$ cat src/rtl/kmd_pkg.sv
// ---------------------------------------------------------------------------
// Key matrix debouncer package
// Shared sizes, payload types and event codes.
// ---------------------------------------------------------------------------
`timescale 1ns / 1ps
`default_nettype none

package kmd_pkg;

	localparam int KEY_COUNT = 10;
	localparam int KEY_IDX_W = (KEY_COUNT > 1) ? $clog2(KEY_COUNT) : 1;
	localparam int KEY_W     = 4;
	localparam int STAMP_W   = 32;
	localparam int DEB_W     = 16;
	localparam int EVENT_W   = 2;

	typedef logic [KEY_W-1:0]   key_t;
	typedef logic [STAMP_W-1:0] stamp_t;
	typedef logic [DEB_W-1:0]   deb_t;

	localparam deb_t DEBOUNCE_RESET = 16'd20;

	typedef enum logic [EVENT_W-1:0] {
		EV_NONE     = 2'd0,
		EV_PRESSED  = 2'd1,
		EV_RELEASED = 2'd2
	} event_t;

endpackage

`default_nettype wire

$ cat src/rtl/kmd_ifs.sv
// ---------------------------------------------------------------------------
// Key matrix debouncer interfaces
// Sample, event and configuration channels with valid/ready handshakes.
// ---------------------------------------------------------------------------
`timescale 1ns / 1ps
`default_nettype none

interface kmd_sample_if;
	import kmd_pkg::*;
	logic   valid;
	logic   ready;
	key_t   key_index;
	logic   raw_pressed;
	stamp_t time_now;
	modport source (output valid, key_index, raw_pressed, time_now, input ready);
	modport sink (input valid, key_index, raw_pressed, time_now, output ready);
endinterface

interface kmd_event_if;
	import kmd_pkg::*;
	logic               valid;
	logic               ready;
	key_t               result_key;
	logic [EVENT_W-1:0] key_event;
	logic               stable_pressed;
	modport source (output valid, result_key, key_event, stable_pressed, input ready);
	modport sink (input valid, result_key, key_event, stable_pressed, output ready);
endinterface

interface kmd_cfg_if;
	import kmd_pkg::*;
	logic valid;
	logic ready;
	deb_t data;
	modport source (output valid, data, input ready);
	modport sink (input valid, data, output ready);
endinterface

`default_nettype wire

$ cat src/rtl/key_matrix_debouncer.sv
// ---------------------------------------------------------------------------
// Key matrix debouncer
// Items pass the s1 and s2 registers; the key record read-modify-write is in s1.
// Throughput: one item per cycle while the event channel does not stall.
// Reset clears all key records to released and the debounce time to 20 ms.
// Per-key debounce with candidate level, candidate start time and stable level.
// ---------------------------------------------------------------------------
`timescale 1ns / 1ps
`default_nettype none

module key_matrix_debouncer (
	input  logic         clk,
	input  logic         arst_n,
	kmd_sample_if.sink   samples,
	kmd_event_if.source  events,
	kmd_cfg_if.sink      cfg
);
	import kmd_pkg::*;

	deb_t                 debounce_q;
	logic [KEY_COUNT-1:0] cand_level_q;
	logic [KEY_COUNT-1:0] stable_level_q;
	stamp_t               cand_start_q [KEY_COUNT];

	logic   s1_valid;
	key_t   key_s1;
	logic   raw_s1;
	stamp_t now_s1;

	logic   s2_valid;
	key_t   key_s2;
	event_t event_s2;
	logic   stable_s2;

	logic                 s2_free;
	logic                 s1_move;
	logic                 in_range;
	logic [KEY_IDX_W-1:0] idx;
	logic                 cand_lvl;
	logic                 stab_lvl;
	stamp_t               elapsed;
	logic                 held;
	logic                 upd_cand;
	logic                 flip;
	event_t               ev_next;
	logic                 level_next;

	assign s2_free       = !s2_valid || events.ready;
	assign s1_move       = s1_valid && s2_free;
	assign samples.ready = !s1_valid || s2_free;
	assign cfg.ready     = 1'b1;

	assign in_range = 32'(key_s1) < KEY_COUNT;
	assign idx      = key_s1[KEY_IDX_W-1:0];
	assign cand_lvl = cand_level_q[idx];
	assign stab_lvl = stable_level_q[idx];
	assign elapsed  = now_s1 - cand_start_q[idx];
	assign held     = elapsed >= {{(STAMP_W-DEB_W){1'b0}}, debounce_q};

	always_comb begin
		upd_cand   = 1'b0;
		flip       = 1'b0;
		ev_next    = EV_NONE;
		level_next = 1'b0;
		if (in_range) begin
			if (raw_s1 != cand_lvl) begin
				upd_cand = 1'b1;
			end else if (raw_s1 != stab_lvl && held) begin
				flip    = 1'b1;
				ev_next = raw_s1 ? EV_PRESSED : EV_RELEASED;
			end
			level_next = flip ? raw_s1 : stab_lvl;
		end
	end

	always_ff @(posedge clk or negedge arst_n) begin
		if (!arst_n) begin
			debounce_q <= DEBOUNCE_RESET;
		end else if (cfg.valid && cfg.ready) begin
			debounce_q <= cfg.data;
		end
	end

	always_ff @(posedge clk or negedge arst_n) begin
		if (!arst_n) begin
			cand_level_q   <= '0;
			stable_level_q <= '0;
			for (int k = 0; k < KEY_COUNT; k++) begin
				cand_start_q[k] <= '0;
			end
		end else if (s1_move) begin
			if (upd_cand) begin
				cand_level_q[idx] <= raw_s1;
				cand_start_q[idx] <= now_s1;
			end
			if (flip) begin
				stable_level_q[idx] <= raw_s1;
			end
		end
	end

	always_ff @(posedge clk or negedge arst_n) begin
		if (!arst_n) begin
			s1_valid <= 1'b0;
			s2_valid <= 1'b0;
		end else begin
			if (samples.ready) begin
				s1_valid <= samples.valid;
			end
			if (s2_free) begin
				s2_valid <= s1_valid;
			end
		end
	end

	always_ff @(posedge clk) begin
		if (samples.valid && samples.ready) begin
			key_s1 <= samples.key_index;
			raw_s1 <= samples.raw_pressed;
			now_s1 <= samples.time_now;
		end
		if (s1_move) begin
			key_s2    <= key_s1;
			event_s2  <= ev_next;
			stable_s2 <= level_next;
		end
	end

	assign events.valid          = s2_valid;
	assign events.result_key     = key_s2;
	assign events.key_event      = event_s2;
	assign events.stable_pressed = stable_s2;

endmodule

`default_nettype wire

$ cat src/flat_wrapper.sv
// flat-port wrapper written by rule: the top's interface ports become plain ports
module key_matrix_debouncer_flat import kmd_pkg::*;
  (clk, arst_n, samples_valid, samples_key_index, samples_raw_pressed, samples_time_now, samples_ready, events_valid, events_result_key, events_key_event, events_stable_pressed, events_ready, cfg_valid, cfg_data, cfg_ready);
  kmd_sample_if samples_i ();
  kmd_event_if events_i ();
  kmd_cfg_if cfg_i ();
  input  logic clk;
  input  logic arst_n;
  input wire logic [$bits(samples_i.valid)-1:0] samples_valid;
  input wire logic [$bits(samples_i.key_index)-1:0] samples_key_index;
  input wire logic [$bits(samples_i.raw_pressed)-1:0] samples_raw_pressed;
  input wire logic [$bits(samples_i.time_now)-1:0] samples_time_now;
  output wire logic [$bits(samples_i.ready)-1:0] samples_ready;
  output wire logic [$bits(events_i.valid)-1:0] events_valid;
  output wire logic [$bits(events_i.result_key)-1:0] events_result_key;
  output wire logic [$bits(events_i.key_event)-1:0] events_key_event;
  output wire logic [$bits(events_i.stable_pressed)-1:0] events_stable_pressed;
  input wire logic [$bits(events_i.ready)-1:0] events_ready;
  input wire logic [$bits(cfg_i.valid)-1:0] cfg_valid;
  input wire logic [$bits(cfg_i.data)-1:0] cfg_data;
  output wire logic [$bits(cfg_i.ready)-1:0] cfg_ready;
  assign samples_i.valid = samples_valid;
  assign samples_i.key_index = samples_key_index;
  assign samples_i.raw_pressed = samples_raw_pressed;
  assign samples_i.time_now = samples_time_now;
  assign samples_ready = samples_i.ready;
  assign events_valid = events_i.valid;
  assign events_result_key = events_i.result_key;
  assign events_key_event = events_i.key_event;
  assign events_stable_pressed = events_i.stable_pressed;
  assign events_i.ready = events_ready;
  assign cfg_i.valid = cfg_valid;
  assign cfg_i.data = cfg_data;
  assign cfg_ready = cfg_i.ready;
  key_matrix_debouncer u_core (.clk(clk), .arst_n(arst_n), .samples(samples_i), .events(events_i), .cfg(cfg_i));
endmodule
$ cat config.mk
export PLATFORM = sky130hd
export DESIGN_NAME = key_matrix_debouncer_flat
export DESIGN_NICKNAME = d
export VERILOG_FILES = /design/src/rtl/kmd_pkg.sv /design/src/rtl/kmd_ifs.sv /design/src/rtl/key_matrix_debouncer.sv /design/src/flat_wrapper.sv
export SDC_FILE = /design/constraint.sdc
export NUM_CORES = 1
export LEC_CHECK = 0
export ABC_AREA = 1
export BUFFER_PORTS_ARGS = -buffer_cell sky130_fd_sc_hd__buf_2
export CAP_MARGIN = 20
export CORE_MARGIN = 2
export CORE_UTILIZATION = 25
export DETAILED_ROUTE_END_ITERATION = 12
export PLACE_DENSITY = 0.35
export SLEW_MARGIN = 20
export SYNTH_ARGS = -nofsm -noshare
export SYNTH_HDL_FRONTEND = slang
export SYNTH_SLANG_ARGS = --single-unit
$ cat constraint.sdc
create_clock -name clk -period 7.9 [get_ports clk]
set_input_delay 0.395 -clock clk [delete_from_list [all_inputs] [get_ports clk]]
set_output_delay 0.395 -clock clk [all_outputs]
set_load 0.02 [all_outputs]
Word level (Yosys, flattened, before mapping)

Index checks and enable logic that the tools add are counted.

Add/sub/neg operators: 1
Multiply operators: 0
Divide/modulo/power cells: 0
Order comparisons: 6
Equal/unequal tests: 2
Shift-type cells: 0
Multiplexer cells: 22
Bitwise logic cells: 3
Reduce and logical (&&, ||, !) cells: 12

Operator list:

| cell                 | count |
|---|---|
| $bwmux W320          | 1 |
| $bmux W32 S4         | 1 |
| $demux W32 S4        | 1 |
| $mux W32             | 3 |
| $ge A32 B16 Y1       | 1 |
| $sub A32 B32 Y32     | 1 |
| $bwmux W10           | 2 |
| $mux W1              | 10 |
| $bmux W1 S4          | 2 |
| $ge A5 B5 Y1 const B | 1 |
| $logic_and A1 B1 Y1  | 5 |
| $lt A4 B5 Y1 const B | 1 |
| $lt A5 B1 Y1 const B | 1 |
| $not A4 Y5           | 1 |
| $demux W1 S4         | 1 |
| $ge A4 B1 Y1 const B | 1 |
| $lt A4 B4 Y1 const B | 1 |
| $reduce_and A2 Y1    | 2 |
| $reduce_or A3 Y1     | 1 |
| $logic_not A1 Y1     | 2 |
| $logic_or A1 B1 Y1   | 2 |
| $mux W2              | 1 |
| $ne A1 B1 Y1         | 2 |
| $not A1 Y1           | 2 |

Flip-flop bits (word level): 402
Latch bits: 0
Bits in writable memories: 0
ROM bits: 0
Output and inout port bits: 10
Memories kept: 0

Logic depth before layout (Yosys ltp)

Depth after elaboration: 12
Gate-level depth with buffers: 35
Gate-level depth less buffers: 32

Worst setup path after synthesis

Ideal clock, no wire load.

Path kind: register -> register
Start: register u_core.key_s1[1] (netlist: u_core.idx[1])
End: register u_core.stable_s2 (netlist: u_core.events.stable_pressed), data pin
Arrival: 3990 ps
Required time: 7636 ps
Setup slack: 3646 ps
Stages on the path, launching flop included: 28
Period minus slack after synthesis: 4254 ps
Cell sequence: edfxtp_1 buf_4 buf_2 clkbuf_1 buf_1 nand3_1 a31oi_1 nor3_1 ha_1 or2_2 nand3_1 nand2_1 nand2_1 nand2_1 xor2_1 ha_1 a21oi_1 nor3_1 a211oi_1 nand2_1 nor2_1 nand2_1 nor2_1 nand2_1 nor2_4 nor2_4 nand2_1 o21ai_0

Cells in the longest elaborated chain, start to end: 11
Elaborated cells on any way between the ends: 18
Classes of those cells: add/sub: 1; order compare: 2; eq/ne: 2; mux: 11; bitwise: 1; reduce/logical: 1

Ends and longest elaborated chain:

| item                                        | line                        | source |
|---|---|---|
| start, declared                             | key_matrix_debouncer.sv:26  | `key_t key_s1;` |
| start signal, assigned                      | key_matrix_debouncer.sv:118 | `key_s1 <= samples.key_index;` |
| $not A4 Y5 (not written as such)            | key_matrix_debouncer.sv:57  | `assign elapsed = now_s1 - cand_start_q[idx];` |
| $bmux W32 S4                                | key_matrix_debouncer.sv:57  |  |
| $mux W32 (not written as such) (2 in a row) | key_matrix_debouncer.sv:57  |  |
| $sub A32 B32 Y32                            | key_matrix_debouncer.sv:57  |  |
| $ge A32 B16 Y1                              | key_matrix_debouncer.sv:58  | `assign held = elapsed >= {{(STAMP_W-DEB_W){1'b0}}, debounce_q};` |
| $logic_and A1 B1 Y1                         | key_matrix_debouncer.sv:68  | `end else if (raw_s1 != stab_lvl && held) begin` |
| $mux W1                                     | key_matrix_debouncer.sv:68  |  |
| $mux W1                                     | key_matrix_debouncer.sv:66  | `if (raw_s1 != cand_lvl) begin` |
| $mux W1                                     | key_matrix_debouncer.sv:65  | `if (in_range) begin` |
| $mux W1                                     | key_matrix_debouncer.sv:72  | `level_next = flip ? raw_s1 : stab_lvl;` |
| end signal, assigned                        | key_matrix_debouncer.sv:125 | `stable_s2 <= level_next;` |
| end, declared                               | key_matrix_debouncer.sv:33  | `logic stable_s2;` |

Parallel ways exist; a longest one is shown, timed or not. The select of a mux whose other input is x is not followed.
A chain may end at the register's enable or synchronous reset.

Final worst setup path

Ends and elaborated chain as after synthesis.

==> qor.yml <==
final_nets: 2564
ant_nets: 0
rows: 104
htreeDepth: 2
avgRoutedWirePerCell_microns: 19.7
cts_tree: "done"
setup_tns_ps: 0
io_pins: 68
cp.arrival_ps: 5910
vias_per_cell: 4.67
netlist_instances: 2395
crit_path_top_delay_cell: "buf_4"
crit_type: "reg2reg"
min_period_ps: 5570
p_leak_nw: 10.8
worst_slack_ps: 2330
vdd_drop_max_v: 0.000126
rsz0062_at_grt: "false"
first_iter_violations: 1157
synthFlopType: "dfrtp_1"
drc: 0
finalCritPeriodShare: 0.705
core_sq_mm: 0.0804
gp_congestion: 0.820
drt-total-wl_microns: 70200
ys_seq_elements: 402
yosys-top-cells-count: "655 x nand2_1, 356 x dfrtp_1, 259 x o21ai_1"
ctsResizeCount: 0
multiInputGateArea_sq_mm: 0.00813
die-width_microns: 289
yosys.cell_count.top_type: "nand2_1"
place_ws_ps: 2280
setup_viol: 0
wl_met1_microns: 34700
clkTransAtPathRegs_ps: 60
avgSynthCellArea_sq_um: 8.46
synth_area_sq_mm: 0.0203
cts_root_buffer: "clkbuf_16"
worst_path_most_repeated_cell: "nand2_1"
final-max-slew-violation-count: 0
clock.fmax_ghz: 0.179
hold_path.class: "in2reg"
num_vias: 16605
grt_max_degree: 119
gr-total-overflow: 0
ys_seq_area_frac: 0.508
startpoint_type: "flop"
dr_wl_met3_microns: 2420
grt_usage: 0.171
max_cap_violations: 0
synthArstFlopShare: 0.891
ys_types: 44
fin_hold_ws_ps: 45.6
first_global_vias: 16733
routed.top_layer: "met4"
portBuffers: 66
insertion_delay_ps: 590
endpoint_kind: "flop"
area_growth_pct: 16.5
synth_top_cells_by_area: "dfrtp_1 44%, nand2_1 12%, edfxtp_1 6.5%"
die-area_sq_mm: 0.0833
clock_skew_ps: 14.2
die_h_microns: 289
synth_edf_count: 44
yosys.area.top_type: "dfrtp_1"
worstPathRequired_ps: 8230
grt_pass1_wl_microns: 108000
yosysWarnings: 0
syn_nets: 2503
cts_num_sinks: 402
cpPeakStageDelay_ps: 820
synth_top_area_frac: 0.440
numCtsBuffers: 51
layout.area.seq_sq_mm: 0.0103
drive_gt1_frac: 0.103
initial_core_util: 0.252
min_path_cells: 3
power_density_mw_per_mm2: 272
ctsHoldBuffers: 46
status: "finished, final reports clean"
ctsLongestPathBuffers: 3
tightest_slew_ps: 993
dp_hpwl_microns: 44900
post_cts_buffers: 0
nFillCells: 8623
wl_met2_microns: 31900
hold_viol: 0
reg2reg_depth: 30
cp_max_fo: 84
slew_headroom: 0.338
antenna_found_initial: 0
dr.pass1.iters: 5
-- stage by stage --
stage | total power [W] | instance area, sq um | utilization | cells
after floorplan | 0.00350 | 20300 | - | 2395
after global placement | 0.00390 | 21300 | 0.265 | 3416
after detailed placement | 0.00392 | 21300 | 0.265 | 3416
after CTS | 0.00653 | 23600 | 0.293 | 3557
after global routing | 0.00682 | 23600 | 0.293 | 3558
final | 0.00643 | 23600 | 0.293 | 3559
-- report_power, final --
part | switching, W | internal (W) | total [W] | leakage [nW]
Sequential | 0.000198 | 0.00248 | 0.00267 | 5.02
Combinational | 0.000775 | 0.000441 | 0.00122 | 4.92
Clock | 0.000951 | 0.00159 | 0.00254 | 0.903
-- layout by cell type (no fill, tap or decap), types with 49 or more instances in the layout --
cell type | synthesis | layout
nand2_1 | 655 | 654
a31oi_1 | 63 | 63
a22oi_1 | 67 | 67
inv_1 | 245 | 244
ha_1 | 49 | 49
o21ai_1 | 259 | 259
clkbuf_16 | 0 | 53
dfrtp_1 | 356 | 356
nand3_1 | 169 | 169
nor2_1 | 73 | 73
o21ai_0 | 51 | 51
buf_2 | 15 | 65
-- state kept, by name, indices dropped and copies added, names as in the netlist --
| signal | flops |
|---|---|
| u_core.cand_start_q | 320 |
| u_core.now_s1 | 32 |
| u_core.events.key_event | 2 |
| u_core.raw_s1 | 1 |
| u_core.events.result_key | 4 |
| u_core.events.valid | 1 |
| u_core.idx | 4 |
| u_core.events.stable_pressed | 1 |
| u_core.cand_level_q | 10 |
| u_core.debounce_q | 16 |
| u_core.stable_level_q | 10 |
| u_core.s1_valid | 1 |
-- path summary, 6_finish.rpt --
kind,start,end,slack [ps]
worst min register to register,u_core.cand_start_q[128],u_core.cand_start_q[128],480
max in group asynchronous,arst_n,u_core.cand_start_q[96],5820
min in group asynchronous,arst_n,u_core.cand_start_q[167],520
worst max register to register,u_core.idx[1],u_core.events.stable_pressed,2330
worst min-delay path,cfg_data[2],u_core.debounce_q[2],50
worst max-delay path,u_core.idx[1],u_core.events.stable_pressed,2330
-- metal layers --
layer,vias to the layer above,global-route usage
met5,-,0
li1,8109,-
met3,78,0.0209
met4,0,0.0390
met2,311,0.277
met1,8107,0.242
-- final cells by class --
class / instances / share of cell area
inverters: 252 / 0.0403
clock inverters: 23 / 0.0138
clock buffers: 72 / 0.0639
well taps: 1060 / 0.0562
multi-input cells: 1603 / 0.344
flip-flops and latches: 402 / 0.436
diodes: 1 / 0.000106
repair buffers: 146 / 0.0453
-- kinds of logic after synthesis --
group	count (synthesis)	share of synthesized area
fa+ha+maj	50	0.0313
flops	402	0.508
buf+inv	390	0.0922
compound gates	541	0.155
simple gates	993	0.206
other cells	1	0.000185
xor+xnor	17	0.00735
mux	1	0.000556
-- critical path, delay by kind of cell (launching register included) --
| kind | cells | cell delay [ps] |
|---|---|---|
| buffers and inverters | 4 | 1510 |
| AO/OA/AOI/OAI | 2 | 370 |
| XOR/XNOR | 1 | 240 |
| adder cells (fa/ha/maj) | 2 | 710 |
| AND/OR/NAND/NOR | 21 | 1920 |
| flip-flops | 1 | 390 |
(Power assumes the default switching activity.)
